===== src/rtl/ffsa_pkg.sv =====
package ffsa_pkg;

    localparam int CMD_W       = 1;
    localparam int OWNER_ID_W  = 8;
    localparam int SIZE_W      = 11;
    localparam int START_IDX_W = 10;
    localparam int STATUS_W    = 2;
    localparam int HEAP_CFG_W  = 11;

    localparam int MAX_SEGMENTS_DEF = 16;
    localparam int HEAP_WORDS_DEF   = 1024;
    localparam int OWNER_BITS_DEF   = 8;
    localparam int HEAP_RESET       = 1024;

    localparam logic [CMD_W-1:0] CMD_ALLOC = 1'b0;
    localparam logic [CMD_W-1:0] CMD_FREE  = 1'b1;

    typedef enum logic [STATUS_W-1:0] {
        ST_OK   = 2'd0,
        ST_MISS = 2'd1,
        ST_FULL = 2'd2
    } t_status;

endpackage


===== src/rtl/ffsa_req_if.sv =====
interface ffsa_req_if import ffsa_pkg::*; ();
    logic                  valid;
    logic                  ready;
    logic [CMD_W-1:0]      cmd;
    logic [OWNER_ID_W-1:0] owner_id;
    logic [SIZE_W-1:0]     req_size;
    logic [START_IDX_W-1:0] block_start;

    modport source (output valid, cmd, owner_id, req_size, block_start, input ready);
    modport sink   (input valid, cmd, owner_id, req_size, block_start, output ready);
endinterface


===== src/rtl/ffsa_rsp_if.sv =====
interface ffsa_rsp_if import ffsa_pkg::*; ();
    logic                   valid;
    logic                   ready;
    t_status                status;
    logic [START_IDX_W-1:0] start_index;

    modport source (output valid, status, start_index, input ready);
    modport sink   (input valid, status, start_index, output ready);
endinterface


===== src/rtl/first_fit_segment_allocator.sv =====
// First-fit heap segment allocator. One request is in flight at a time; i_req.ready is high
// only while the block is idle. Requests scan the segment table one entry per cycle through
// its single registered read port. A split allocate then moves each later entry up one slot
// before writing the split and allocated entries, and a free that merges writes the merged
// entry and then moves each later entry down. The scan and the shift share the table between
// them. A heap size write taken while the block is idle reloads the table in the cycle after
// the last write, during which no request is taken. Results wait in an output register, so
// the next request can start before the previous result transfers.
module first_fit_segment_allocator import ffsa_pkg::*; #(
    parameter int MAX_SEGMENTS = MAX_SEGMENTS_DEF,
    parameter int HEAP_WORDS   = HEAP_WORDS_DEF,
    parameter int OWNER_BITS   = OWNER_BITS_DEF
) (
    input  logic                  i_clk,
    input  logic                  i_rst_n,
    input  logic                  i_cfg_we,
    input  logic [HEAP_CFG_W-1:0] i_cfg_wdata,
    ffsa_req_if.sink              i_req,
    ffsa_rsp_if.source            o_rsp
);

    localparam int START_W = $clog2(HEAP_WORDS);
    localparam int LEN_W   = $clog2(HEAP_WORDS + 1);
    localparam int VW      = (LEN_W > SIZE_W) ? LEN_W : SIZE_W;
    localparam int ENT_W   = START_W + LEN_W + OWNER_BITS + 1;
    localparam int IDX_W   = $clog2(MAX_SEGMENTS);
    localparam logic [LEN_W-1:0] HEAP_RST =
        LEN_W'((HEAP_WORDS < HEAP_RESET) ? HEAP_WORDS : HEAP_RESET);

    logic [LEN_W-1:0] r_heap;
    logic [LEN_W-1:0] n_heap;

    logic             w_we;
    logic [IDX_W-1:0] w_waddr;
    logic [ENT_W-1:0] w_wdata;
    logic [IDX_W-1:0] w_raddr;
    logic [ENT_W-1:0] w_rdata;
    logic [VW-1:0]    w_ua;
    logic [VW-1:0]    w_ub;
    logic             w_usub;
    logic [VW-1:0]    w_usum;
    logic             w_ucarry;

    always_comb begin
        if (i_cfg_wdata == '0) begin
            n_heap = LEN_W'(1);
        end else if (32'(i_cfg_wdata) > 32'(HEAP_WORDS)) begin
            n_heap = LEN_W'(HEAP_WORDS);
        end else begin
            n_heap = LEN_W'(i_cfg_wdata);
        end
    end

    always_ff @(posedge i_clk) begin
        if (!i_rst_n) begin
            r_heap <= HEAP_RST;
        end else if (i_cfg_we) begin
            r_heap <= n_heap;
        end
    end

    ffsa_seq #(
        .MAX_SEGMENTS (MAX_SEGMENTS),
        .START_W      (START_W),
        .LEN_W        (LEN_W),
        .OWNER_BITS   (OWNER_BITS),
        .VW           (VW)
    ) u_seq (
        .i_clk    (i_clk),
        .i_rst_n  (i_rst_n),
        .i_init   (i_cfg_we),
        .i_heap   (r_heap),
        .i_req    (i_req),
        .o_rsp    (o_rsp),
        .o_we     (w_we),
        .o_waddr  (w_waddr),
        .o_wdata  (w_wdata),
        .o_raddr  (w_raddr),
        .i_rdata  (w_rdata),
        .o_ua     (w_ua),
        .o_ub     (w_ub),
        .o_usub   (w_usub),
        .i_usum   (w_usum),
        .i_ucarry (w_ucarry)
    );

    ffsa_seg_ram #(
        .DEPTH (MAX_SEGMENTS),
        .WIDTH (ENT_W)
    ) u_ram (
        .i_clk   (i_clk),
        .i_we    (w_we),
        .i_waddr (w_waddr),
        .i_wdata (w_wdata),
        .i_raddr (w_raddr),
        .o_rdata (w_rdata)
    );

    ffsa_addsub #(
        .W (VW)
    ) u_addsub (
        .i_a     (w_ua),
        .i_b     (w_ub),
        .i_sub   (w_usub),
        .o_sum   (w_usum),
        .o_carry (w_ucarry)
    );

endmodule


===== src/rtl/ffsa_seg_ram.sv =====
module ffsa_seg_ram #(
    parameter int DEPTH = 16,
    parameter int WIDTH = 8
) (
    input  logic                     i_clk,
    input  logic                     i_we,
    input  logic [$clog2(DEPTH)-1:0] i_waddr,
    input  logic [WIDTH-1:0]         i_wdata,
    input  logic [$clog2(DEPTH)-1:0] i_raddr,
    output logic [WIDTH-1:0]         o_rdata
);

    logic [WIDTH-1:0] r_mem [DEPTH];
    logic [WIDTH-1:0] r_rdata;

    always_ff @(posedge i_clk) begin
        if (i_we) begin
            r_mem[i_waddr] <= i_wdata;
        end
        r_rdata <= r_mem[i_raddr];
    end

    assign o_rdata = r_rdata;

endmodule


===== src/rtl/ffsa_addsub.sv =====
module ffsa_addsub #(
    parameter int W = 11
) (
    input  logic [W-1:0] i_a,
    input  logic [W-1:0] i_b,
    input  logic         i_sub,
    output logic [W-1:0] o_sum,
    output logic         o_carry
);

    // subtract: carry set means a >= b
    assign {o_carry, o_sum} = {1'b0, i_a} + {1'b0, (i_sub ? ~i_b : i_b)} + (W+1)'(i_sub);

endmodule


===== src/rtl/ffsa_seq.sv =====
module ffsa_seq import ffsa_pkg::*; #(
    parameter int MAX_SEGMENTS = MAX_SEGMENTS_DEF,
    parameter int START_W      = 10,
    parameter int LEN_W        = 11,
    parameter int OWNER_BITS   = OWNER_BITS_DEF,
    parameter int VW           = 11
) (
    input  logic                              i_clk,
    input  logic                              i_rst_n,
    input  logic                              i_init,
    input  logic [LEN_W-1:0]                  i_heap,
    ffsa_req_if.sink                          i_req,
    ffsa_rsp_if.source                        o_rsp,
    output logic                              o_we,
    output logic [$clog2(MAX_SEGMENTS)-1:0]   o_waddr,
    output logic [START_W+LEN_W+OWNER_BITS:0] o_wdata,
    output logic [$clog2(MAX_SEGMENTS)-1:0]   o_raddr,
    input  logic [START_W+LEN_W+OWNER_BITS:0] i_rdata,
    output logic [VW-1:0]                     o_ua,
    output logic [VW-1:0]                     o_ub,
    output logic                              o_usub,
    input  logic [VW-1:0]                     i_usum,
    input  logic                              i_ucarry
);

    localparam int IDX_W = $clog2(MAX_SEGMENTS);
    localparam int CNT_W = $clog2(MAX_SEGMENTS + 1);
    localparam int SW    = (START_W > START_IDX_W) ? START_W : START_IDX_W;

    typedef struct packed {
        logic [START_W-1:0]    start;
        logic [LEN_W-1:0]      len;
        logic [OWNER_BITS-1:0] owner;
        logic                  free;
    } t_seg;

    typedef enum logic [3:0] {
        S_INIT,
        S_IDLE,
        S_SCAN,
        S_FNEXT,
        S_FPREV,
        S_WMERGE,
        S_SHDN,
        S_SHUP,
        S_WSPLIT,
        S_WALLOC,
        S_DONE
    } t_state;

    t_state                 r_state;
    logic [CNT_W-1:0]       r_count;
    logic [CNT_W-1:0]       r_ptr;
    logic [CNT_W-1:0]       r_cidx;
    logic [CNT_W-1:0]       r_hit;
    logic [CNT_W-1:0]       r_last;
    logic [IDX_W-1:0]       r_wa;
    logic                   r_wvld;
    logic                   r_rdone;
    logic [CMD_W-1:0]       r_cmd;
    logic [OWNER_BITS-1:0]  r_owner;
    logic [SIZE_W-1:0]      r_req;
    logic [START_IDX_W-1:0] r_bstart;
    t_seg                   r_ent;
    t_seg                   r_prev;
    logic                   r_pfree;
    logic                   r_nfree;
    logic [1:0]             r_delta;
    logic [LEN_W-1:0]       r_acc;
    logic [LEN_W-1:0]       r_diff;
    t_status                r_res_status;
    logic [START_IDX_W-1:0] r_res_start;
    logic                   r_ovld;
    t_status                r_status;
    logic [START_IDX_W-1:0] r_start;

    t_seg               w_rd;
    t_seg               w_wseg;
    logic               w_ready;
    logic               w_fit;
    logic               w_match;
    logic               w_hit;
    logic               w_last;
    logic               w_nfree;
    logic [1:0]         w_delta;
    logic [CNT_W:0]     w_src;
    logic [CNT_W-1:0]   w_cm1;

    assign w_rd    = t_seg'(i_rdata);
    assign w_cm1   = r_count - CNT_W'(1);
    assign w_ready = (r_state == S_IDLE) && !i_init;
    assign w_fit   = w_rd.free && i_ucarry;
    assign w_match = !w_rd.free && (w_rd.owner == r_owner) &&
                     (SW'(w_rd.start) == SW'(r_bstart));
    assign w_hit   = (r_cmd == CMD_ALLOC) ? w_fit : w_match;
    assign w_last  = (r_cidx == w_cm1);
    assign w_nfree = (r_hit != w_cm1) && w_rd.free;
    assign w_delta = {1'b0, r_pfree} + {1'b0, r_nfree};
    assign w_src   = {1'b0, r_hit} + (CNT_W+1)'(1) + (CNT_W+1)'(r_nfree);

    assign i_req.ready       = w_ready;
    assign o_rsp.valid       = r_ovld;
    assign o_rsp.status      = r_status;
    assign o_rsp.start_index = r_start;
    assign o_raddr           = r_ptr[IDX_W-1:0];
    assign o_wdata           = w_wseg;

    always_comb begin
        o_ua   = '0;
        o_ub   = '0;
        o_usub = 1'b0;
        unique case (r_state)
            S_SCAN: begin
                o_ua   = VW'(w_rd.len);
                o_ub   = VW'(r_req);
                o_usub = 1'b1;
            end
            S_FNEXT: begin
                o_ua = VW'(r_ent.len);
                o_ub = VW'(w_rd.len);
            end
            S_FPREV: begin
                o_ua = VW'(r_acc);
                o_ub = VW'(r_prev.len);
            end
            S_WSPLIT: begin
                o_ua = VW'(r_ent.start);
                o_ub = VW'(r_req);
            end
            default: begin
            end
        endcase
    end

    always_comb begin
        o_we    = 1'b0;
        o_waddr = r_hit[IDX_W-1:0];
        w_wseg  = r_ent;
        unique case (r_state)
            S_INIT: begin
                o_we    = 1'b1;
                o_waddr = '0;
                w_wseg  = '{start: '0, len: i_heap, owner: '0, free: 1'b1};
            end
            S_WMERGE: begin
                o_we    = 1'b1;
                o_waddr = r_pfree ? IDX_W'(r_hit - CNT_W'(1)) : r_hit[IDX_W-1:0];
                w_wseg  = '{start: (r_pfree ? r_prev.start : r_ent.start),
                            len: r_acc, owner: '0, free: 1'b1};
            end
            S_SHDN, S_SHUP: begin
                o_we    = r_wvld;
                o_waddr = r_wa;
                w_wseg  = w_rd;
            end
            S_WSPLIT: begin
                o_we    = 1'b1;
                o_waddr = IDX_W'(r_hit + CNT_W'(1));
                w_wseg  = '{start: i_usum[START_W-1:0], len: r_diff, owner: '0, free: 1'b1};
            end
            S_WALLOC: begin
                o_we    = 1'b1;
                w_wseg  = '{start: r_ent.start, len: LEN_W'(r_req), owner: r_owner,
                            free: 1'b0};
            end
            default: begin
            end
        endcase
    end

    always_ff @(posedge i_clk) begin
        if (!i_rst_n) begin
            r_state <= S_INIT;
            r_count <= CNT_W'(1);
            r_ptr   <= '0;
            r_ovld  <= 1'b0;
        end else begin
            if (r_ovld && o_rsp.ready && r_state != S_DONE) begin
                r_ovld <= 1'b0;
            end
            unique case (r_state)
                S_INIT: begin
                    r_count <= CNT_W'(1);
                    r_ptr   <= '0;
                    if (!i_init) begin
                        r_state <= S_IDLE;
                    end
                end
                S_IDLE: begin
                    if (i_init) begin
                        r_state <= S_INIT;
                    end else if (i_req.valid) begin
                        r_cmd    <= i_req.cmd;
                        r_owner  <= OWNER_BITS'(i_req.owner_id);
                        r_req    <= i_req.req_size;
                        r_bstart <= i_req.block_start;
                        r_pfree  <= 1'b0;
                        if (i_req.cmd == CMD_ALLOC && i_req.req_size == '0) begin
                            r_res_status <= ST_MISS;
                            r_res_start  <= '0;
                            r_state      <= S_DONE;
                        end else begin
                            r_ptr   <= CNT_W'(1);
                            r_cidx  <= '0;
                            r_state <= S_SCAN;
                        end
                    end
                end
                S_SCAN: begin
                    if (w_hit) begin
                        r_hit <= r_cidx;
                        r_ent <= w_rd;
                        if (r_cmd == CMD_ALLOC) begin
                            if (i_usum != '0) begin
                                if (r_count >= CNT_W'(MAX_SEGMENTS)) begin
                                    r_res_status <= ST_FULL;
                                    r_res_start  <= '0;
                                    r_state      <= S_DONE;
                                end else begin
                                    r_diff <= i_usum[LEN_W-1:0];
                                    if (!w_last) begin
                                        r_ptr   <= w_cm1;
                                        r_last  <= r_cidx + CNT_W'(1);
                                        r_wvld  <= 1'b0;
                                        r_rdone <= 1'b0;
                                        r_state <= S_SHUP;
                                    end else begin
                                        r_state <= S_WSPLIT;
                                    end
                                end
                            end else begin
                                r_state <= S_WALLOC;
                            end
                        end else begin
                            r_pfree <= (r_cidx != '0) && r_prev.free;
                            r_state <= S_FNEXT;
                        end
                    end else if (w_last) begin
                        r_res_status <= ST_MISS;
                        r_res_start  <= '0;
                        r_state      <= S_DONE;
                    end else begin
                        r_prev <= w_rd;
                        r_cidx <= r_cidx + CNT_W'(1);
                        r_ptr  <= r_ptr + CNT_W'(1);
                    end
                end
                S_FNEXT: begin
                    r_nfree <= w_nfree;
                    r_acc   <= w_nfree ? i_usum[LEN_W-1:0] : r_ent.len;
                    r_state <= S_FPREV;
                end
                S_FPREV: begin
                    if (r_pfree) begin
                        r_acc <= i_usum[LEN_W-1:0];
                    end
                    r_state <= S_WMERGE;
                end
                S_WMERGE: begin
                    r_delta <= w_delta;
                    r_count <= r_count - CNT_W'(w_delta);
                    r_last  <= w_cm1;
                    r_wvld  <= 1'b0;
                    r_rdone <= 1'b0;
                    if (w_delta == '0 || w_src > {1'b0, w_cm1}) begin
                        r_res_status <= ST_OK;
                        r_res_start  <= '0;
                        r_state      <= S_DONE;
                    end else begin
                        r_ptr   <= CNT_W'(w_src);
                        r_state <= S_SHDN;
                    end
                end
                S_SHDN: begin
                    if (r_rdone) begin
                        r_wvld       <= 1'b0;
                        r_res_status <= ST_OK;
                        r_res_start  <= '0;
                        r_state      <= S_DONE;
                    end else begin
                        r_wa    <= IDX_W'(r_ptr - CNT_W'(r_delta));
                        r_wvld  <= 1'b1;
                        r_rdone <= (r_ptr == r_last);
                        r_ptr   <= r_ptr + CNT_W'(1);
                    end
                end
                S_SHUP: begin
                    if (r_rdone) begin
                        r_wvld  <= 1'b0;
                        r_state <= S_WSPLIT;
                    end else begin
                        r_wa    <= IDX_W'(r_ptr + CNT_W'(1));
                        r_wvld  <= 1'b1;
                        r_rdone <= (r_ptr == r_last);
                        r_ptr   <= r_ptr - CNT_W'(1);
                    end
                end
                S_WSPLIT: begin
                    r_count <= r_count + CNT_W'(1);
                    r_state <= S_WALLOC;
                end
                S_WALLOC: begin
                    r_res_status <= ST_OK;
                    r_res_start  <= START_IDX_W'(r_ent.start);
                    r_state      <= S_DONE;
                end
                S_DONE: begin
                    if (!r_ovld || o_rsp.ready) begin
                        r_ovld   <= 1'b1;
                        r_status <= r_res_status;
                        r_start  <= r_res_start;
                        r_ptr    <= '0;
                        r_state  <= S_IDLE;
                    end
                end
                default: begin
                    r_state <= S_INIT;
                end
            endcase
        end
    end

endmodule


===== src/flat_wrapper.sv =====
// flat-port wrapper written by rule: the top's interface ports become plain ports
module first_fit_segment_allocator_flat import ffsa_pkg::*;
#(
    parameter int MAX_SEGMENTS = MAX_SEGMENTS_DEF,
    parameter int HEAP_WORDS   = HEAP_WORDS_DEF,
    parameter int OWNER_BITS   = OWNER_BITS_DEF
)
  (i_clk, i_rst_n, i_cfg_we, i_cfg_wdata, i_req_valid, i_req_cmd, i_req_owner_id, i_req_req_size, i_req_block_start, i_req_ready, o_rsp_valid, o_rsp_status, o_rsp_start_index, o_rsp_ready);
  ffsa_req_if i_req_i ();
  ffsa_rsp_if o_rsp_i ();
  input  logic i_clk;
  input  logic i_rst_n;
  input  logic i_cfg_we;
  input  logic [HEAP_CFG_W-1:0] i_cfg_wdata;
  input wire logic [$bits(i_req_i.valid)-1:0] i_req_valid;
  input wire logic [$bits(i_req_i.cmd)-1:0] i_req_cmd;
  input wire logic [$bits(i_req_i.owner_id)-1:0] i_req_owner_id;
  input wire logic [$bits(i_req_i.req_size)-1:0] i_req_req_size;
  input wire logic [$bits(i_req_i.block_start)-1:0] i_req_block_start;
  output wire logic [$bits(i_req_i.ready)-1:0] i_req_ready;
  output wire logic [$bits(o_rsp_i.valid)-1:0] o_rsp_valid;
  output wire logic [$bits(o_rsp_i.status)-1:0] o_rsp_status;
  output wire logic [$bits(o_rsp_i.start_index)-1:0] o_rsp_start_index;
  input wire logic [$bits(o_rsp_i.ready)-1:0] o_rsp_ready;
  assign i_req_i.valid = i_req_valid;
  assign i_req_i.cmd = i_req_cmd;
  assign i_req_i.owner_id = i_req_owner_id;
  assign i_req_i.req_size = i_req_req_size;
  assign i_req_i.block_start = i_req_block_start;
  assign i_req_ready = i_req_i.ready;
  assign o_rsp_valid = o_rsp_i.valid;
  assign o_rsp_status = o_rsp_i.status;
  assign o_rsp_start_index = o_rsp_i.start_index;
  assign o_rsp_i.ready = o_rsp_ready;
  first_fit_segment_allocator #(.MAX_SEGMENTS(MAX_SEGMENTS), .HEAP_WORDS(HEAP_WORDS), .OWNER_BITS(OWNER_BITS)) u_core (.i_clk(i_clk), .i_rst_n(i_rst_n), .i_cfg_we(i_cfg_we), .i_cfg_wdata(i_cfg_wdata), .i_req(i_req_i), .o_rsp(o_rsp_i));
endmodule

===== config.mk =====
export PLATFORM = sky130hd
export DESIGN_NAME = first_fit_segment_allocator_flat
export DESIGN_NICKNAME = d
export VERILOG_FILES = /design/src/rtl/ffsa_pkg.sv /design/src/rtl/ffsa_req_if.sv /design/src/rtl/ffsa_rsp_if.sv /design/src/rtl/first_fit_segment_allocator.sv /design/src/rtl/ffsa_seg_ram.sv /design/src/rtl/ffsa_addsub.sv /design/src/rtl/ffsa_seq.sv /design/src/flat_wrapper.sv
export SDC_FILE = /design/constraint.sdc
export NUM_CORES = 1
export LEC_CHECK = 0
export BUFFER_PORTS_ARGS = -buffer_cell sky130_fd_sc_hd__buf_2
export CORE_MARGIN = 2
export CORE_UTILIZATION = 40
export CTS_CLUSTER_DIAMETER = 100
export DETAILED_ROUTE_END_ITERATION = 8
export HOLD_SLACK_MARGIN = 0.05
export REMOVE_ABC_BUFFERS = 1
export SLEW_MARGIN = 20
export SYNTH_ARGS = -nofsm -noshare
export SYNTH_HDL_FRONTEND = slang
export SYNTH_SLANG_ARGS = --single-unit

===== constraint.sdc =====
create_clock -name i_clk -period 9.65 [get_ports i_clk]
set_clock_uncertainty 0.1 [all_clocks]
set_input_delay 0.965 -clock i_clk [delete_from_list [all_inputs] [get_ports i_clk]]
set_output_delay 0.965 -clock i_clk [all_outputs]
set_load 0.01 [all_outputs]

==> flow_metrics.py, run 1 <==
metrics = {
    "setup_path": {
        "cpPeakStageDelay_ns": 0.94,
        "worstPathRequired_ns": 9.76,
        "end_kind": "register",
        "startpoint": "u_core.u_seq.r_state[0]$_SDFFE_PN0P_",
        "worstPathMaxFanout": 53,
        "rr_startpoint": "u_core.u_seq.r_state[0]$_SDFFE_PN0P_",
        "slowest_stage": "nor3b_2",
        "worstPathCellList": "buf_4 > nor2b_1 > and2_1 > a21oi_1 > a22oi_1 > o22a_1 > o21ai_0 > ha_1 > a21oi_1 > a22oi_1 > a41o_1 > a2bb2oi_1 > a31oi_1 > buf_4 > a211oi_1 > o221ai_1 > nor3b_2",
        "cp_data_arrival_time_ns": 6.90,
        "crit_path_start_kind": "register",
        "worst-path-buf-inv": 2,
        "critPathTopFamily": "compound AO/OA/AOI/OAI gates",
        "reg2reg_depth": 17,
        "worst-setup-path-type": "register to register",
        "path_depth": 17,
    },
    "yosys": {
        "yosysUniqueCellTypes": 78,
        "synth_area_leaders": "edfxtp_1, mux4_2, dfxtp_1",
        "synth_edf_count": 633,
        "syn_area_um2": 28900,
        "ys_seq_area_share_pct": 69.7,
        "yosys-top-cells-count": "edfxtp_1, mux4_2, nand2_1, nor2_1, a21oi_1",
        "synthArstFlopShare_pct": 0,
        "synth_cells": 1699,
        "synth_ff_type": "edfxtp_1",
        "yosysTopAreaCell": "edfxtp_1",
        "ys_seq_elements": 689,
        "yosysTopAreaCellShare_pct": 65.8,
        "ys_warn_count": 0,
        "yosysMostFrequentCell": "edfxtp_1",
        "synth.avg_cell_area_um2": 17.0,
    },
    "timing": {
        "finalSetupTns_ns": 0,
        "hold_violations": 0,
        "grt_setup_unrepaired": "false",
        "finalCriticalPeriod_ns": 6.79,
        "post-route-period-util_pct": 70.4,
        "final-setup-viol-count": 0,
        "setup_ws_ns": 2.86,
        "relSlewSlack_pct": 23.5,
        "worst_slew_pin_slew_ns": 1.14,
        "slew_violations": 0,
        "max_freq_mhz": 147,
    },
    "drt": {
        "drc": 0,
        "drt_wl_total_mm": 75.7,
        "drtIter0Drc": 1824,
        "drt-wirelength-per-cell_um": 27.1,
        "avgViaCountPerCell": 5.85,
        "firstDrtPassIters": 7,
        "num_vias": 16329,
        "ant_nets": 0,
    },
    "outcome": {
        "status": "complete, no violations",
    },
    "final_layout": {
        "regArea_um2": 20100,
        "fin_nets": 1863,
        "multiInputGateArea_um2": 8480,
        "layout-drive-gt1-share_pct": 23.9,
        "fin_util_pct": 46.2,
        "syn_to_final_growth_pct": 14.3,
        "design_area_um2": 33000,
        "fill_cells": 6107,
    },
    "clock_tree": {
        "cts-htree-levels": 3,
        "ctsHoldBuffers": 0,
        "clk_path_buf_depth": 3,
        "cts-buffers-inserted": 72,
        "cts_tree": "yes",
        "cts_resized": 0,
        "root_buffer": "clkbuf_16",
        "cts.reportedPaths.clkPinSlew_ns": 0.06,
        "cts_setup_buffers": 0,
        "worstSkewPairLatency_ns": 0.62,
        "clock-sinks": 689,
    },
    "floorplanning": {
        "die_h_um": 273,
        "start_util_pct": 40.4,
        "die_area_um2": 74400,
        "die_w_um": 273,
        "io_pins": 60,
        "design.core.area_um2": 71500,
        "rows": 98,
    },
    "place": {
        "postPlaceCellArea_um2": 30500,
        "dp_slack_ns": 3.05,
        "port_buffers": 59,
        "place.gp.congestion": 0.903,
        "hpwl_mm": 45.1,
    },
    "power_and_ir_drop": {
        "ir_drop_v": 0.000153,
        "power_density_nw_per_um2": 280,
        "power.leakage_nw": 10.7,
        "total_power_mw": 9.26,
    },
    "flow_run": {
        "max-cap-violations": 0,
    },
    "global_routing": {
        "grt_use_total_pct": 20.5,
        "grt-ovfl-total": 0,
        "grt_first_pass_wirelength_mm": 111,
        "grt_pass1_vias": 16246,
        "grt_max_degree": 68,
        "antenna_found_initial": 5,
    },
    "hold_path": {
        "min_path_type": "register to register",
        "hp-start": "u_core.u_seq.r_res_status[1]$_DFFE_PP_",
        "hold_path_depth": 0,
    },
}
==> metal layers <==
metal | GRT usage, % | part of all wire, % | up-vias
li1 | - | - | 6959
met1 | 29.5 | 43 | 8544
met2 | 32.3 | 47 | 712
met3 | 3.69 | 7.8 | 112
met4 | 5.18 | 2.2 | 2
met5 | 0 | 0.015 | -
==> cell families (layout without fill, tap and decap cells) <==
| kind of cell | Yosys count | count (layout) | share of synthesized area, % |
|---|---|---|---|
| DFF | 689 | 689 | 69.7 |
| and+or+nand+nor | 341 | 341 | 5.76 |
| AOI/OAI and AO/OA | 261 | 261 | 6.15 |
| muxes | 183 | 183 | 12.9 |
| buffers and inverters | 124 | 264 | 1.69 |
| xor gates and xnor gates | 63 | 63 | 2.12 |
| adders and majority gates | 38 | 38 | 1.72 |
| other | 0 | 1 | 0 |
==> cell usage in the layout, fill, tap and decap left out, types with 15 or more instances in the layout <==
| cell type | n |
|---|---|
| edfxtp_1 | 633 |
| mux4_2 | 150 |
| nand2_1 | 108 |
| nor2_1 | 76 |
| clkbuf_16 | 73 |
| a21oi_1 | 63 |
| buf_2 | 59 |
| o21ai_0 | 57 |
| dfxtp_1 | 51 |
| buf_4 | 42 |
| xnor2_1 | 34 |
| ha_1 | 34 |
| inv_1 | 29 |
| xor2_1 | 24 |
| mux2i_1 | 22 |
| a22oi_1 | 20 |
| nor2b_1 | 18 |
| nand3_1 | 18 |
| a222oi_1 | 16 |
| nor2_4 | 16 |
| nand2b_1 | 15 |
==> path summary, 6_finish.rpt <==
kind                                          endpoint  slack [ns]
max          u_core.u_seq.r_res_start[0]$_SDFFCE_PP0P_        2.86
min             u_core.u_seq.o_rsp.status[1]$_DFFE_PP_        0.32
max reg2reg  u_core.u_seq.r_res_start[0]$_SDFFCE_PP0P_        2.86
min reg2reg     u_core.u_seq.o_rsp.status[1]$_DFFE_PP_        0.32
==> sequential cells by signal (all words and copies together) (netlist names), 5 cells and up <==
| name | flops |
|---|---|
| u_core.r_heap | 11 |
| u_core.u_ram.o_rdata | 30 |
| u_core.u_ram.r_mem | 480 |
| u_core.u_seq.o_rsp.start_index | 10 |
| u_core.u_seq.r_acc | 11 |
| u_core.u_seq.r_bstart | 10 |
| u_core.u_seq.r_cidx | 5 |
| u_core.u_seq.r_count | 5 |
| u_core.u_seq.r_diff | 11 |
| u_core.u_seq.r_ent | 30 |
| u_core.u_seq.r_hit | 5 |
| u_core.u_seq.r_last | 5 |
| u_core.u_seq.r_owner | 8 |
| u_core.u_seq.r_prev | 22 |
| u_core.u_seq.r_ptr | 5 |
| u_core.u_seq.r_req | 11 |
| u_core.u_seq.r_res_start | 10 |
==> per-stage QoR <==
| stage | hold slack (ns) | instances |
|---|---|---|
| detailed placement | 0.305 | 2656 |
| CTS | 0.320 | 2789 |
| global route | 0.327 | 2789 |
| global placement | 0.315 | 2656 |
| finish | 0.317 | 2790 |
| floorplan | 0.300 | 1605 |
==> power by group <==
part,internal (mW),switching [mW]
registers,4.09,0.223
logic,0.695,1.40
clock network,1.66,1.19
total,6.44,2.82
==> worst reg2reg max path, delay by kind of cell (launching register included) <==
kind | cells | cell delay [ns]
simple gates | 3 | 2.22
fa+ha+maj | 1 | 0.45
flops | 1 | 0.31
compound gates | 11 | 2.57
buf+inv | 2 | 0.75
==> final cells by class <==
| class | count | area share, % |
|---|---|---|
| Sequential cell | 689 | 61.0 |
| Clock buffer | 97 | 6.14 |
| Clock inverter | 36 | 1.37 |
| Multi-Input combinational cell | 886 | 25.7 |
| Timing Repair Buffer | 101 | 1.85 |
| Tap cell | 950 | 3.60 |
| Inverter | 30 | 0.341 |
| Antenna cell | 1 | 0.00758 |
No activity file was read; power rests on OpenSTA's default activity.
==> inputs of run 2 (changes only) <==
- clock period: 9.65 -> 5.9 ns (I/O delays scaled with it)
==> run 2 against run 1 <==
Count of clock-buffer cells in the layout down 3. Wire length up 2.8%. Design area up 1.6%. Core utilization up 0.73 points. Sequential cell count unchanged. Worst setup slack worse by 2.3 ns. First-iteration DRC count down 0.66%. Via count up 0.33%. Global-route usage up 0.60 points. Largest cell class unchanged.
==> flow_metrics.py, run 2 (synthesis gave the netlist of run 1 again) <==
metrics = {
    "outcome": {
        "status": "complete, no violations",
    },
    "setup_path": {
        "cp_data_arrival_time_ns": 5.45,
        "worstPathRequired_ns": 6.03,
        "r2r_slack_ns": 0.58,
        "cpPeakStageDelay_ns": 0.80,
        "worstPathCellList": "nor2b_1 > and2_1 > a21oi_1 > a22oi_1 > o22a_1 > o21ai_0 > ha_1 > a211oi_1 > a22oi_1 > a41o_1 > a2bb2oi_1 > a31oi_1 > a211oi_1 > o221ai_1 > nor3b_2",
        "end_kind": "register",
        "worst-setup-path-type": "register to register",
        "slowest_stage": "nor3b_2",
        "crit_path_start_kind": "register",
        "worstPathMaxFanout": 17,
    },
    "clock_tree": {
        "cts.reportedPaths.clkPinSlew_ns": 0.06,
        "cts-htree-levels": 3,
        "cts_tree": "yes",
        "root_buffer": "clkbuf_16",
        "worstSkewPairLatency_ns": 0.64,
        "cts_resized": 0,
        "clock-sinks": 689,
        "clk_path_buf_depth": 3,
        "cts-buffers-inserted": 74,
    },
    "floorplanning": {
        "die_area_um2": 74400,
        "die_h_um": 273,
        "die_w_um": 273,
        "io_pins": 60,
        "design.core.area_um2": 71500,
        "start_util_pct": 40.4,
        "rows": 98,
    },
    "power_and_ir_drop": {
        "ir_drop_v": 0.000246,
        "power_density_nw_per_um2": 463,
        "power.leakage_nw": 11.0,
    },
    "global_routing": {
        "grt_max_degree": 126,
        "grt-ovfl-total": 0,
        "grt_first_pass_wirelength_mm": 114,
        "antenna_found_initial": 4,
        "grt_use_total_pct": 21.1,
        "grt_pass1_vias": 16721,
    },
    "timing": {
        "relSlewSlack_pct": 27.4,
        "finalCriticalPeriod_ns": 5.32,
        "post-route-period-util_pct": 90.1,
        "worst_slew_pin_slew_ns": 1.08,
        "grt_setup_unrepaired": "false",
        "final-setup-viol-count": 0,
        "max_freq_mhz": 188,
        "setup_ws_ns": 0.582,
        "slew_violations": 0,
        "hold_violations": 0,
        "worst_hold_slack_ns": 0.0717,
    },
    "final_layout": {
        "diodes": 0,
        "largest_register_ffs": 480,
        "final_cell_mix": "edfxtp_1, mux4_2, nand2_1, clkbuf_16, nor2_1",
        "final_common_cell": "edfxtp_1",
        "fin_util_pct": 46.9,
        "layout-drive-gt1-share_pct": 24.4,
        "fin_nets": 1907,
        "top_register": "u_core.u_ram.r_mem",
        "syn_to_final_growth_pct": 16.1,
    },
    "drt": {
        "drtIter0Drc": 1812,
        "ant_nets": 0,
        "num_vias": 16383,
        "drc": 0,
        "drt-wirelength-per-cell_um": 27.5,
        "avgViaCountPerCell": 5.78,
        "firstDrtPassIters": 9,
        "drt_wl_total_mm": 77.8,
    },
    "place": {
        "dp_slack_ns": 0.598,
        "place.gp.congestion": 0.967,
        "port_buffers": 59,
        "hpwl_mm": 48.6,
    },
    "hold_path": {
        "min_path_type": "input pin to register",
    },
    "flow_run": {
        "max-cap-violations": 0,
    },
}
-- run 2: power by group --
part | switching (mW) | leakage, nW | internal, mW
registers | 0.362 | 6.27 | 6.68
logic | 2.37 | 3.43 | 1.22
clock network | 1.94 | 1.27 | 2.96
total | 4.68 | 11.0 | 10.9
-- run 2: path summary, 6_finish.rpt --
kind / startpoint / end / cells after the start
setup / recovery: u_core.u_seq.r_state[2]$_SDFFE_PN0P_ / u_core.u_seq.r_res_start[1]$_SDFFCE_PP0P_ / 15
hold / removal: i_req_req_size[6] / u_core.u_seq.r_req[6]$_DFFE_PP_ / 1
setup reg to reg: u_core.u_seq.r_state[2]$_SDFFE_PN0P_ / u_core.u_seq.r_res_start[1]$_SDFFCE_PP0P_ / 15
hold reg to reg: u_core.u_seq.r_res_start[2]$_SDFFCE_PP0P_ / u_core.u_seq.o_rsp.start_index[2]$_DFFE_PP_ / 0
-- run 2: what timing repair did --
item / in CTS / in global routing
buffers inserted: 0 / 0
hold buffers: 19 / 1
endpoints found under the hold margin: 19 / 1
-- run 2: critical path: cells and delay by family (launching register included) --
| family | cells | cell delay [ns] |
|---|---|---|
| AOI/OAI and AO/OA | 11 | 2.60 |
| adders and majority gates | 1 | 0.39 |
| DFF | 1 | 0.70 |
| and+or+nand+nor | 3 | 1.14 |
-- run 2: layout make-up --
class / count / area, µm²
Clock buffer: 94 / 2040
Clock inverter: 42 / 568
Fill cell: 6015 / 38000
Inverter: 30 / 113
Multi-Input combinational cell: 886 / 8470
Sequential cell: 689 / 20100
Tap cell: 950 / 1190
Timing Repair Buffer: 143 / 1010
-- run 2: routing by layer --
layer	track usage (%)	wire length (µm)	vias to the layer above
met4	6.90	2340	0
met2	33.4	36700	720
met3	3.70	5560	151
li1	-	-	7048
met1	29.6	33200	8464
met5	0	0	-
-- run 2: through the flow --
stage,TNS [ns],instances,power [mW],area (µm²)
floorplan,-161.07,1605,9.19,28500
global placement,0,2678,10.6,30700
detailed placement,0,2678,10.7,30700
CTS,0,2833,15.6,33500
global route,0,2834,16.1,33500
finish,0,2834,15.5,33500
==> inputs of run 3 (changes only) <==
- PLACE_DENSITY_LB_ADDON: unset -> 0.15
==> run 3 against run 2 <==
Fmax down 3.5%. Combinational power about the same. Hold slack better by 0.0040 ns. Global-route usage up 0.32 points. Critical path depth down 2. Register-to-register slack worse by 0.19 ns. Die area unchanged. Largest power group unchanged.
==> flow_metrics.py, run 3 (synthesis gave the netlist of run 1 again) <==
metrics = {
    "setup_path": {
        "cpPeakStageDelay_ns": 0.82,
        "worst-setup-path-type": "register to register",
        "path_depth": 13,
        "worstPathRequired_ns": 6.04,
        "reg2reg_depth": 13,
        "worstPathCellList": "nor2_1 > nand2_1 > or2_2 > o21ai_0 > ha_1 > o21ai_1 > a22oi_1 > a41o_1 > a2bb2oi_1 > a31oi_1 > a211oi_1 > o221ai_1 > nor3b_2",
        "end_kind": "register",
        "crit_path_start_kind": "register",
        "critPathTopFamily": "compound AO/OA/AOI/OAI gates",
        "cp_data_arrival_time_ns": 5.65,
        "worst-path-buf-inv": 0,
        "worstPathMaxFanout": 16,
        "slowest_stage": "nor3b_2",
    },
    "drt": {
        "drt-wirelength-per-cell_um": 28.0,
        "num_vias": 16240,
        "drtIter0Drc": 1710,
        "drc": 0,
        "avgViaCountPerCell": 5.74,
        "ant_nets": 0,
        "drt_wl_total_mm": 79.3,
        "firstDrtPassIters": 5,
    },
    "place": {
        "postPlaceCellArea_um2": 30800,
        "dp_slack_ns": 0.588,
        "hpwl_mm": 48.6,
        "place.gp.congestion": 0.932,
        "port_buffers": 59,
    },
    "power_and_ir_drop": {
        "ir_drop_v": 0.000312,
        "power_density_nw_per_um2": 462,
        "power.leakage_nw": 10.9,
    },
    "global_routing": {
        "grt_first_pass_wirelength_mm": 115,
        "grt-ovfl-total": 0,
        "grt_pass1_vias": 16483,
        "antenna_found_initial": 4,
        "grt_max_degree": 97,
        "grt_use_total_pct": 21.4,
    },
    "final_layout": {
        "design_area_um2": 33500,
        "syn_to_final_growth_pct": 16.1,
        "largest_register_ffs": 480,
        "final_common_cell": "edfxtp_1",
        "final_cell_mix": "edfxtp_1, mux4_2, nand2_1, clkbuf_16, nor2_1",
        "fin_nets": 1898,
        "top_register": "u_core.u_ram.r_mem",
        "diodes": 0,
        "layout-drive-gt1-share_pct": 23.7,
    },
    "floorplanning": {
        "die_h_um": 273,
        "die_area_um2": 74400,
        "design.core.area_um2": 71500,
        "die_w_um": 273,
        "rows": 98,
        "start_util_pct": 40.4,
        "io_pins": 60,
    },
    "clock_tree": {
        "clk_path_buf_depth": 3,
        "cts.reportedPaths.clkPinSlew_ns": 0.06,
        "cts-htree-levels": 3,
        "root_buffer": "clkbuf_16",
        "clock-sinks": 689,
        "cts_tree": "yes",
        "worstSkewPairLatency_ns": 0.62,
        "cts-buffers-inserted": 76,
        "cts_setup_buffers": 0,
        "cts_resized": 0,
    },
    "timing": {
        "hold_violations": 0,
        "max_freq_mhz": 181,
        "relSlewSlack_pct": 25.4,
        "post-route-period-util_pct": 93.4,
        "finalCriticalPeriod_ns": 5.51,
        "slew_violations": 0,
        "grt_setup_unrepaired": "false",
        "setup_ws_ns": 0.387,
        "worst_slew_pin_slew_ns": 1.11,
        "final-setup-viol-count": 0,
    },
    "flow_run": {
        "max-cap-violations": 0,
    },
    "hold_path": {
        "hold_path_depth": 1,
        "min_path_type": "input pin to register",
    },
    "outcome": {
        "status": "complete, no violations",
    },
}
[run 3: cell count changes in the layout (fill, tap and decap cells not counted), sizes merged]
cell	delta
buf	-10
bufinv	-4
clkbuf	+14
clkinv	-4
clkinvlp	-1
dlygate4sd3	-1
inv	-1
[run 3: final timing paths]
| check | startpoint | to | slack, ns |
|---|---|---|---|
| setup / recovery | u_core.u_seq.r_state[1]$_SDFFE_PN0P_ | u_core.u_seq.r_res_start[8]$_SDFFCE_PP0P_ | 0.39 |
| hold / removal | i_req_block_start[0] | u_core.u_seq.r_bstart[0]$_DFFE_PP_ | 0.08 |
| setup reg to reg | u_core.u_seq.r_state[1]$_SDFFE_PN0P_ | u_core.u_seq.r_res_start[8]$_SDFFCE_PP0P_ | 0.39 |
| hold reg to reg | u_core.u_seq.r_res_start[3]$_SDFFCE_PP0P_ | u_core.u_seq.o_rsp.start_index[3]$_DFFE_PP_ | 0.32 |
[run 3: per-stage QoR]
step	total power, mW	setup TNS (ns)	hold WS (ns)	instances	util, %
final	15.5	0	0.0756	2827	46.9
after global routing	16.1	0	0.0543	2827	46.9
after CTS	15.6	0	0.0560	2827	46.9
after detailed placement	10.7	0	0.308	2668	43.0
after global placement	10.6	0	0.301	2667	43.0
after floorplan	9.19	-161.07	0.300	1605	-
[run 3: routing by layer]
metal,track usage [%],routed length (µm)
met5,0,13
met2,35.3,38300
met3,3.12,3950
met1,30.3,35500
met4,4.63,1490
[run 3: final cells by class]
cell class	instances	area (µm²)
clock buffers	108	2150
clock inverters	32	408
fillers	6111	37900
inverters	30	113
multi-input cells	886	8490
flip-flops and latches	689	20100
well taps	950	1190
repair buffers	132	1060
[run 3: what timing repair did]
action / 4_1_cts / 5_1_grt
hold endpoints to repair: 19 / 0
hold buffers: 19 / 0
setup endpoints to repair: 0 / 0
[run 3: report_power, final]
group	total, mW	internal [mW]	switching [mW]
sequential	7.06	6.68	0.383
combinational	3.61	1.23	2.38
clock	4.83	2.87	1.96
total	15.5	10.8	4.72
